File: config.mk
export PLATFORM = sky130hd
export DESIGN_NAME = stepper_half_step_homing
export DESIGN_NICKNAME = d
export VERILOG_FILES = /design/src/hw/rtl/shsh_pkg.sv /design/src/hw/rtl/shsh_in_stage.sv /design/src/hw/rtl/shsh_step.sv /design/src/hw/rtl/shsh_out_stage.sv /design/src/hw/rtl/stepper_half_step_homing.sv
export SDC_FILE = /design/constraint.sdc
export NUM_CORES = 1
export LEC_CHECK = 0
export BUFFER_PORTS_ARGS = -buffer_cell sky130_fd_sc_hd__buf_2
export CAP_MARGIN = 20
export CORE_UTILIZATION = 44
export DETAILED_ROUTE_END_ITERATION = 10
export MAX_ROUTING_LAYER = met4
export PLACE_DENSITY = 0.67
export SLEW_MARGIN = 20
export SYNTH_ARGS = -nofsm -noshare
export SYNTH_HDL_FRONTEND = slang
export SYNTH_HIERARCHICAL = 1
export SYNTH_SLANG_ARGS = --single-unit
export TNS_END_PERCENT = 5
File: constraint.sdc
create_clock -name clk -period 5.5 [get_ports clk]
set_clock_uncertainty 0.05 [all_clocks]
set_input_delay 0.275 -clock clk [delete_from_list [all_inputs] [get_ports clk]]
set_output_delay 0.275 -clock clk [all_outputs]
set_load 0.02 [all_outputs]
File: src/hw/rtl/shsh_pkg.sv
`default_nettype none

package shsh_pkg;

	// Width of the cycle and span counters.
	localparam int CNT_W = 16;
	localparam logic [CNT_W-1:0] CNT_MAX = {CNT_W{1'b1}};

	// Reset value of the tick register.
	localparam logic [7:0] TICKS_RESET = 8'd10;

	// Request codes.
	localparam logic [1:0] ACT_TICK  = 2'd0;
	localparam logic [1:0] ACT_LEFT  = 2'd1;
	localparam logic [1:0] ACT_RIGHT = 2'd2;
	localparam logic [1:0] ACT_HOME  = 2'd3;

	// Direction codes.
	localparam logic DIR_LEFT  = 1'b0;
	localparam logic DIR_RIGHT = 1'b1;

	typedef enum logic [2:0] {
		MODE_IDLE,
		MODE_MOVE,
		MODE_BACKOFF,
		MODE_SEEK_LEFT,
		MODE_SEEK_RIGHT
	} mode_t;

	// One input request.
	typedef struct packed {
		logic [1:0]  action;
		logic [15:0] cycle_count;
		logic        limit_left;
		logic        limit_right;
	} item_t;

	// One result.
	typedef struct packed {
		logic [3:0]  coils;
		logic        busy;
		logic [15:0] span;
		logic        done;
	} result_t;

	// Half-step winding pattern; right runs the left sequence backwards.
	function automatic logic [3:0] pattern(input logic dir, input logic [2:0] idx);
		logic [2:0] k;
		logic [3:0] p;
		k = (dir == DIR_RIGHT) ? 3'(3'd7 - idx) : idx;
		case (k)
			3'd0: p = 4'h9;
			3'd1: p = 4'h8;
			3'd2: p = 4'hA;
			3'd3: p = 4'h2;
			3'd4: p = 4'h6;
			3'd5: p = 4'h4;
			3'd6: p = 4'h5;
			3'd7: p = 4'h1;
			default: p = 4'h0;
		endcase
		return p;
	endfunction

endpackage

`default_nettype wire

File: src/hw/rtl/shsh_in_stage.sv
`default_nettype none

module shsh_in_stage (
	input  wire logic            clk,
	input  wire logic            arst_n,
	input  wire logic            in_valid,
	output logic                 in_ready,
	input  wire shsh_pkg::item_t in_item,
	input  wire logic            space,
	output logic                 fire,
	output shsh_pkg::item_t      item_s1
);

	logic valid_s1;

	// The held request moves on whenever the result register has room.
	assign fire     = valid_s1 & space;
	assign in_ready = ~valid_s1 | space;

	// Occupancy of the input register.
	always_ff @(posedge clk or negedge arst_n) begin
		if (!arst_n) begin
			valid_s1 <= 1'b0;
		end else if (in_ready) begin
			valid_s1 <= in_valid;
		end
	end

	// Payload of the input register.
	always_ff @(posedge clk) begin
		if (in_valid && in_ready) begin
			item_s1 <= in_item;
		end
	end

endmodule

`default_nettype wire

File: src/hw/rtl/shsh_step.sv
`default_nettype none

module shsh_step (
	input  wire logic            clk,
	input  wire logic            arst_n,
	input  wire logic            cfg_we,
	input  wire logic [7:0]      cfg_data,
	input  wire logic            fire,
	input  wire shsh_pkg::item_t item_s1,
	output shsh_pkg::result_t    res
);

	shsh_pkg::mode_t               mode_q, mode_d;
	logic                          dir_q, dir_d;
	logic [2:0]                    pidx_q, pidx_d;
	logic [7:0]                    tcnt_q, tcnt_d;
	logic [shsh_pkg::CNT_W-1:0]    cl_q, cl_d;
	logic [shsh_pkg::CNT_W-1:0]    span_q, span_d;
	logic                          lf_q, lf_d;
	logic                          rf_q, rf_d;
	logic [3:0]                    coil_q, coil_d;
	logic [7:0]                    hst_q;
	logic [3:0]                    shown;
	logic                          done;

	// Tick register, written through the configuration channel.
	always_ff @(posedge clk or negedge arst_n) begin
		if (!arst_n) begin
			hst_q <= shsh_pkg::TICKS_RESET;
		end else if (cfg_we) begin
			hst_q <= cfg_data;
		end
	end

	// State register.
	always_ff @(posedge clk or negedge arst_n) begin
		if (!arst_n) begin
			mode_q <= shsh_pkg::MODE_IDLE;
			dir_q  <= shsh_pkg::DIR_LEFT;
			pidx_q <= '0;
			tcnt_q <= '0;
			cl_q   <= '0;
			span_q <= '0;
			lf_q   <= 1'b0;
			rf_q   <= 1'b0;
			coil_q <= '0;
		end else if (fire) begin
			mode_q <= mode_d;
			dir_q  <= dir_d;
			pidx_q <= pidx_d;
			tcnt_q <= tcnt_d;
			cl_q   <= cl_d;
			span_q <= span_d;
			lf_q   <= lf_d;
			rf_q   <= rf_d;
			coil_q <= coil_d;
		end
	end

	// Next state and result for the request in the input register.
	always_comb begin
		logic       run;
		logic       tested;
		logic [7:0] limit;
		logic [7:0] tnext;
		mode_d = mode_q;
		dir_d  = dir_q;
		pidx_d = pidx_q;
		tcnt_d = tcnt_q;
		cl_d   = cl_q;
		span_d = span_q;
		lf_d   = lf_q;
		rf_d   = rf_q;
		coil_d = coil_q;
		shown  = coil_q;
		done   = 1'b0;
		run    = 1'b1;
		tested = 1'b0;
		limit  = (hst_q == 8'd0) ? 8'd1 : hst_q;
		tnext  = tcnt_q + 8'd1;

		if (item_s1.action != shsh_pkg::ACT_TICK) begin
			// A command starts only from idle and clears its own limit flag.
			if (mode_q == shsh_pkg::MODE_IDLE) begin
				pidx_d = '0;
				tcnt_d = '0;
				if (item_s1.action == shsh_pkg::ACT_HOME) begin
					mode_d = shsh_pkg::MODE_SEEK_LEFT;
					dir_d  = shsh_pkg::DIR_LEFT;
					lf_d   = 1'b0;
				end else begin
					dir_d = (item_s1.action == shsh_pkg::ACT_RIGHT);
					if (dir_d == shsh_pkg::DIR_RIGHT) begin
						rf_d = 1'b0;
					end else begin
						lf_d = 1'b0;
					end
					cl_d = shsh_pkg::CNT_W'(item_s1.cycle_count);
					if (cl_d == '0) begin
						done = 1'b1;
					end else begin
						mode_d = shsh_pkg::MODE_MOVE;
					end
				end
			end
			lf_d = lf_d | item_s1.limit_left;
			rf_d = rf_d | item_s1.limit_right;
		end else begin
			lf_d = lf_d | item_s1.limit_left;
			rf_d = rf_d | item_s1.limit_right;
			if (mode_q != shsh_pkg::MODE_IDLE) begin
				// Tests made on the first tick of a cycle.
				if (pidx_q == 3'd0 && tcnt_q == 8'd0) begin
					if (mode_d == shsh_pkg::MODE_SEEK_LEFT) begin
						if (!lf_d) begin
							tested = 1'b1;
						end else begin
							mode_d = shsh_pkg::MODE_SEEK_RIGHT;
							dir_d  = shsh_pkg::DIR_RIGHT;
							rf_d   = 1'b0;
							span_d = '0;
						end
					end
					if (!tested && mode_d == shsh_pkg::MODE_SEEK_RIGHT) begin
						if (!rf_d) begin
							if (span_d != shsh_pkg::CNT_MAX) begin
								span_d = span_d + 1'b1;
							end
							tested = 1'b1;
						end else begin
							mode_d = shsh_pkg::MODE_MOVE;
							dir_d  = shsh_pkg::DIR_LEFT;
							lf_d   = 1'b0;
							cl_d   = span_d >> 1;
							if (cl_d == '0) begin
								mode_d = shsh_pkg::MODE_IDLE;
								done   = 1'b1;
								run    = 1'b0;
								tested = 1'b1;
							end
						end
					end
					if (!tested && mode_d == shsh_pkg::MODE_MOVE) begin
						if ((dir_d == shsh_pkg::DIR_RIGHT) ? rf_d : lf_d) begin
							// Limit hit: one back-off cycle the other way.
							mode_d = shsh_pkg::MODE_BACKOFF;
							dir_d  = ~dir_d;
							if (dir_d == shsh_pkg::DIR_RIGHT) begin
								rf_d = 1'b0;
							end else begin
								lf_d = 1'b0;
							end
							cl_d = '0;
						end else begin
							cl_d = cl_d - 1'b1;
						end
					end
				end
				// Tick counting and pattern output.
				if (run) begin
					tcnt_d = tnext;
					if (tnext >= limit) begin
						tcnt_d = '0;
						shown  = shsh_pkg::pattern(dir_d, pidx_q);
						coil_d = shown;
						if (pidx_q == 3'd7) begin
							pidx_d = '0;
							coil_d = '0;
							if (mode_d == shsh_pkg::MODE_BACKOFF ||
							    (mode_d == shsh_pkg::MODE_MOVE && cl_d == '0)) begin
								mode_d = shsh_pkg::MODE_IDLE;
								done   = 1'b1;
							end
						end else begin
							pidx_d = pidx_q + 3'd1;
						end
					end
				end
			end
		end

		res.coils = shown;
		res.busy  = (mode_d != shsh_pkg::MODE_IDLE);
		res.span  = 16'(span_d);
		res.done  = done;
	end

endmodule

`default_nettype wire

File: src/hw/rtl/shsh_out_stage.sv
`default_nettype none

module shsh_out_stage (
	input  wire logic              clk,
	input  wire logic              arst_n,
	input  wire logic              load,
	input  wire shsh_pkg::result_t res,
	output logic                   space,
	output logic                   out_valid,
	input  wire logic              out_ready,
	output shsh_pkg::result_t      res_q
);

	// Room for a new result when empty or when the current one is taken.
	assign space = ~out_valid | out_ready;

	// Occupancy of the result register.
	always_ff @(posedge clk or negedge arst_n) begin
		if (!arst_n) begin
			out_valid <= 1'b0;
		end else if (space) begin
			out_valid <= load;
		end
	end

	// Payload of the result register.
	always_ff @(posedge clk) begin
		if (load) begin
			res_q <= res;
		end
	end

endmodule

`default_nettype wire

File: src/hw/rtl/stepper_half_step_homing.sv
// Half-step stepper sequencer with homing.
// Input channel (in_valid/in_ready) carries one request per item: a tick,
// a move left or right of cycle_count eight-pattern cycles, or a homing
// run, together with the limit switch edges seen with that request.
// Output channel (out_valid/out_ready) returns exactly one result per
// request: the winding drive, busy, the span counted in the last right
// seek, and a done pulse on the request that finishes an operation.
// Configuration channel (cfg_valid/cfg_ready/cfg_data) sets the number of
// ticks per half step; it is always ready, and the user must write it
// only while idle, which the block itself does not enforce. A request
// passes an input register and then a result register before its result
// is offered. Throughput: one request per cycle while out_ready is high;
// each request's work is a single pass of logic between the two registers.
// Reset clears both registers' valid flags, stops any operation, turns
// all windings off and loads the tick register with ten.
// A stalled receiver holds the result register; one more request is held
// in the input register, and in_ready then falls until out_ready returns.
`default_nettype none

module stepper_half_step_homing (
	input  wire logic        clk,
	input  wire logic        arst_n,
	input  wire logic        cfg_valid,
	output logic             cfg_ready,
	input  wire logic [7:0]  cfg_data,
	input  wire logic        in_valid,
	output logic             in_ready,
	input  wire logic [1:0]  action,
	input  wire logic [15:0] cycle_count,
	input  wire logic        limit_left,
	input  wire logic        limit_right,
	output logic             out_valid,
	input  wire logic        out_ready,
	output logic [3:0]       coils,
	output logic             busy_res,
	output logic [15:0]      span,
	output logic             done_res
);

	shsh_pkg::item_t   in_item;
	shsh_pkg::item_t   item_s1;
	shsh_pkg::result_t res;
	shsh_pkg::result_t res_q;
	logic              space;
	logic              fire;

	// The tick register takes a write in any cycle.
	assign cfg_ready = 1'b1;

	// Gather the request fields.
	assign in_item = '{
		action:      action,
		cycle_count: cycle_count,
		limit_left:  limit_left,
		limit_right: limit_right
	};

	shsh_in_stage u_in (
		.clk      (clk),
		.arst_n   (arst_n),
		.in_valid (in_valid),
		.in_ready (in_ready),
		.in_item  (in_item),
		.space    (space),
		.fire     (fire),
		.item_s1  (item_s1)
	);

	shsh_step u_step (
		.clk      (clk),
		.arst_n   (arst_n),
		.cfg_we   (cfg_valid & cfg_ready),
		.cfg_data (cfg_data),
		.fire     (fire),
		.item_s1  (item_s1),
		.res      (res)
	);

	shsh_out_stage u_out (
		.clk       (clk),
		.arst_n    (arst_n),
		.load      (fire),
		.res       (res),
		.space     (space),
		.out_valid (out_valid),
		.out_ready (out_ready),
		.res_q     (res_q)
	);

	// Spread the result onto its ports.
	assign coils    = res_q.coils;
	assign busy_res = res_q.busy;
	assign span     = res_q.span;
	assign done_res = res_q.done;

endmodule

`default_nettype wire

==> key figures <==
Synthesis
  – Yosys reg bits: ~110
  – Mapped cell area: around 6700 um2
  – Post-synthesis net count: 789
  – Synth Warn #: 6
  – Register area share after synthesis: between 40 and 50%
  – Synth top area cells: dfrtp_1, edfxtp_1, nand2_1
  – Share of async-settable or async-resettable flops after synthesis: 60.00%
  – Synth Instances: 739
  – Post-synth top flop: dfrtp_1
  – EDFF count, synth: 42
  – Distinct cell type count after synthesis: 82
  – Synth top area share: 22.77%
  – Dominant cell type by area after synthesis: dfrtp_1
  – Mapped Avg Cell Area: 9.070 um2

STA
  – Relative slew slack: 31.52%
  – Setup TNS: 0 ps
  – Setup-failing EPs final: 0
  – Fin crit share: between 70 and 80%
  – RSZ-0062 raised after global routing: false
  – Hold Fails Final Rpt: 0
  – Post-route minimum period: approximately 4300 ps
  – Measured slew at the worst slew-check pin: between 1000 and 1500 ps
  – Fin. max-slew vios: 0
  – Fmax: between 200 and 250 MHz

Clock network
  – CTS tree: yes
  – # clock sinks: between 100 and 150
  – Root Buffer: clkbuf_16
  – Clk_lat worst skew: 360 ps
  – Total CTS buffers: 9
  – Reg clk slew, reported paths: about 80 ps
  – Clock tree buffer depth: 2
  – CTS H-tree depth: 3
  – Setup bufs post-CTS: 0
  – Cts repair resizes: 0
  – Hold-fix buffer count after cts: 0

Drt
  – Routed WL per cell: ~20 um
  – Via-to-Cell Ratio: just over 6
  – Vias: 5944
  – Final wirelength: 18700 um
  – DRT Pass-1 Iters: 8
  – Initial DRC Count: approximately 650
  – Antenna-violating nets left: 0
  – DRC Markers: 4

Placement
  – Placed instance area: around 7000 um2
  – Placed cells: approximately 940
  – Buffers on Ports: 56
  – DP HPWL: 13650 um
  – Placer Congestion: between 0.9 and 1

Cells and area
  – Area delta synth->final: 9.408%
  – Share of layout cells above drive strength 1: about 15%
  – Post-layout net count: between 800 and 900
  – Final Non-Filler Cells: approximately 950
  – Number of fill cells: approximately 1400
  – Ant. Diodes: 0
  – Design Area, Final: about 7300 um2

Global route
  – First-pass GRT wire length: about 30000 um
  – GR Util All Layers: approximately 25%
  – Pin count of the biggest net entering global routing: 64
  – Vias in the first global route: 5565
  – Initial antenna violation count: 0
  – Total congestion overflow: 0

Die
  – Row count: 44
  – Core ar.: between 10000 and 15000 um2
  – Die Ht: roughly 130 um
  – Die Footprint: 15730 um2
  – Io pins: 58
  – Initial core utilization: 45.60%
  – Chip width: ~130 um

Power and ir drop
  – VDD IR max: 266.5 uV
  – Net Sw Frac: a little under half
  – Combinational share of power: a little under half
  – Pwr/cell area: a little under 500 nW/um2
  – Int Pwr: around 1.9 mW
  – Flop pwr share: between 30% and 40%
  – Clock power share: between 10% and 20%
  – Lkg Pwr: approximately 3.0 nW
  – Psw: roughly 1.6 mW

Setup path
  – Reg2reg path depth: 13
  – Critical path type: flip-flop to flip-flop
  – Crit path DAT: approximately 4400 ps
  – Crit-path slowest cell: nor3b_2
  – Kind of start point of the critical path: flip-flop
  – CP Data Required Time: 5560 ps
  – Critical-path cell list: nor3b_2 > nand2_2 > mux2i_1 > ha_1 > nand2b_1 > nor4_4 > a32oi_2 > nor3_2 > xnor2_1 > a2111oi_2 > nand4b_1 > nor4_1 > a21oi_1
  – Largest stage delay on the critical path: ~650 ps
  – Crit-path max FO: 12
  – CP Capture Type: flip-flop

Worst hold path
  – Hold Crit Class: input port to flip-flop
  – Hold path cells: 1

Status
  – Status: complete, but fails checks
  – Failing checks: design-rule violations

Flow run
  – Max-cap violations: 0
-- power groups by stage --
stage | registers (mW) | clock network (mW) | logic [mW]
5_1_grt | 1.22 | 0.707 | 1.83
3_5_place_dp | 1.21 | 0 | 1.63
2_1_floorplan | 1.12 | 0 | 1.26
4_1_cts | 1.19 | 0.677 | 1.64
6_report | 1.20 | 0.659 | 1.68
3_3_place_gp | 1.20 | 0 | 1.64
-- cell usage in the layout, fill, tap and decap left out, types with 5 or more instances in the layout --
cell / Yosys / final
nor4_1: 13 / 13
nor2_1: 74 / 74
nand4_1: 10 / 10
a32o_1: 7 / 7
mux2i_1: 13 / 13
nor3_1: 26 / 26
edfxtp_1: 42 / 42
or3_1: 6 / 6
xnor2_1: 14 / 14
o211ai_1: 8 / 8
or4_1: 5 / 5
buf_2: 19 / 56
a211oi_1: 10 / 10
inv_1: 21 / 21
a31oi_1: 9 / 9
mux2_2: 15 / 15
ha_1: 17 / 17
nand2_1: 86 / 86
buf_4: 4 / 5
a21o_1: 9 / 9
and3_1: 7 / 7
a22oi_1: 7 / 7
nand2b_1: 10 / 10
clkbuf_16: 0 / 9
xor2_1: 9 / 9
nor2b_1: 5 / 5
o21ai_0: 52 / 52
and2_1: 8 / 7
dfrtp_1: 61 / 61
nand3_1: 31 / 31
a21oi_1: 37 / 37
o31ai_1: 11 / 11
-- routing by layer --
layer / wire length, um / vias up / track usage, %
met4: 464 / 0 / 9.469
met5: 0 / - / -
met2: 8361 / 291 / 38.24
met3: 1401 / 33 / 4.493
li1: - / 2772 / -
met1: 8469 / 2848 / 34.31
-- per-stage QoR --
step | setup WS [ps] | util (%) | total power, mW | hold WS (ps)
after floorplan | 1759 | - | 2.378 | -70.59
after global placement | 1444 | 47.85 | 2.840 | 401.4
after detailed placement | 1266 | 47.85 | 2.837 | 403.1
after CTS | 1245 | 49.89 | 3.510 | 23.63
after global routing | 902.9 | 49.89 | 3.766 | 20.98
final | 1202 | 49.89 | 3.535 | 38.54
-- cell type report --
cell class              instances  area [um2]  share of cell area [%]
clock buffers                   9       225.2                   3.071
flip-flops and latches        105        2840                   38.73
inverters                      22       82.58                   1.126
multi-input cells             566        3562                   48.58
repair buffers                 61       317.8                   4.334
clock inverters                 7       75.07                   1.024
well taps                     184       230.2                   3.139
-- cells in the mapped netlist, drive strengths merged, types with 8 or more instances --
library cell / number
mux2i: 13
clkbuf: 19
xnor2: 14
nor3: 27
mux2: 16
nand2: 87
a211oi: 10
a21oi: 38
a31oi: 9
xor2: 9
o211ai: 8
edfxtp: 42
ha: 17
o21ai: 54
and2: 9
nand3: 31
a21o: 9
buf: 27
nand4: 10
nor2: 76
nand2b: 13
o31ai: 11
dfrtp: 61
nor4: 18
inv: 21
-- path summary, 6_finish.rpt --
path | end | from | slack (ps)
hold reg to reg | u_step/coil_q[3]$_DFFE_PN0P_ | u_step/coil_q[3]$_DFFE_PN0P_ | 440
setup reg to reg | u_out/res_q[17]$_DFFE_PP_ | u_step/mode_q[2]$_DFFE_PN0P_ | 1200
max in group asynchronous | u_step/hst_q[5]$_DFFE_PN0P_ | arst_n | 4780
setup / recovery | u_out/res_q[17]$_DFFE_PP_ | u_step/mode_q[2]$_DFFE_PN0P_ | 1200
min in group asynchronous | u_step/span_q[7]$_DFFE_PN0P_ | arst_n | 60
hold / removal | u_in/item_s1[15]$_DFFE_PP_ | cycle_count[13] | 40
-- state kept, by name (all words and copies together) (netlist names), 3 cells and up --
register / flops
u_step/cl_q: 16
u_step/mode_q: 3
u_step/pidx_q: 3
u_step/coil_q: 4
u_in/item_s1: 20
u_out/res_q: 22
u_step/span_q: 16
u_step/hst_q: 8
u_step/tcnt_q: 8
-- critical path: cells and delay by family (launching register included) --
kind                     cells  cell delay, ps
AO/OA/AOI/OAI                3             610
XOR/XNOR                     1             130
AND/OR/NAND/NOR              7            1900
flip-flops                   1             540
adder cells (fa/ha/maj)      1             400
multiplexers                 1             400
-- logic make-up (layout without fill, tap and decap cells) --
group | count (synthesis) | count (layout) | share of synthesized area, %
compound gates | 185 | 185 | 18.29
xor+xnor | 23 | 23 | 3.006
fa+ha+maj | 17 | 17 | 3.173
buf+inv | 68 | 99 | 4.499
flops | 105 | 105 | 42.37
mux | 29 | 29 | 4.629
other cells | 1 | 1 | 0.05595
simple gates | 311 | 311 | 23.97
Note: power is estimated with default switching activity, not from simulation.
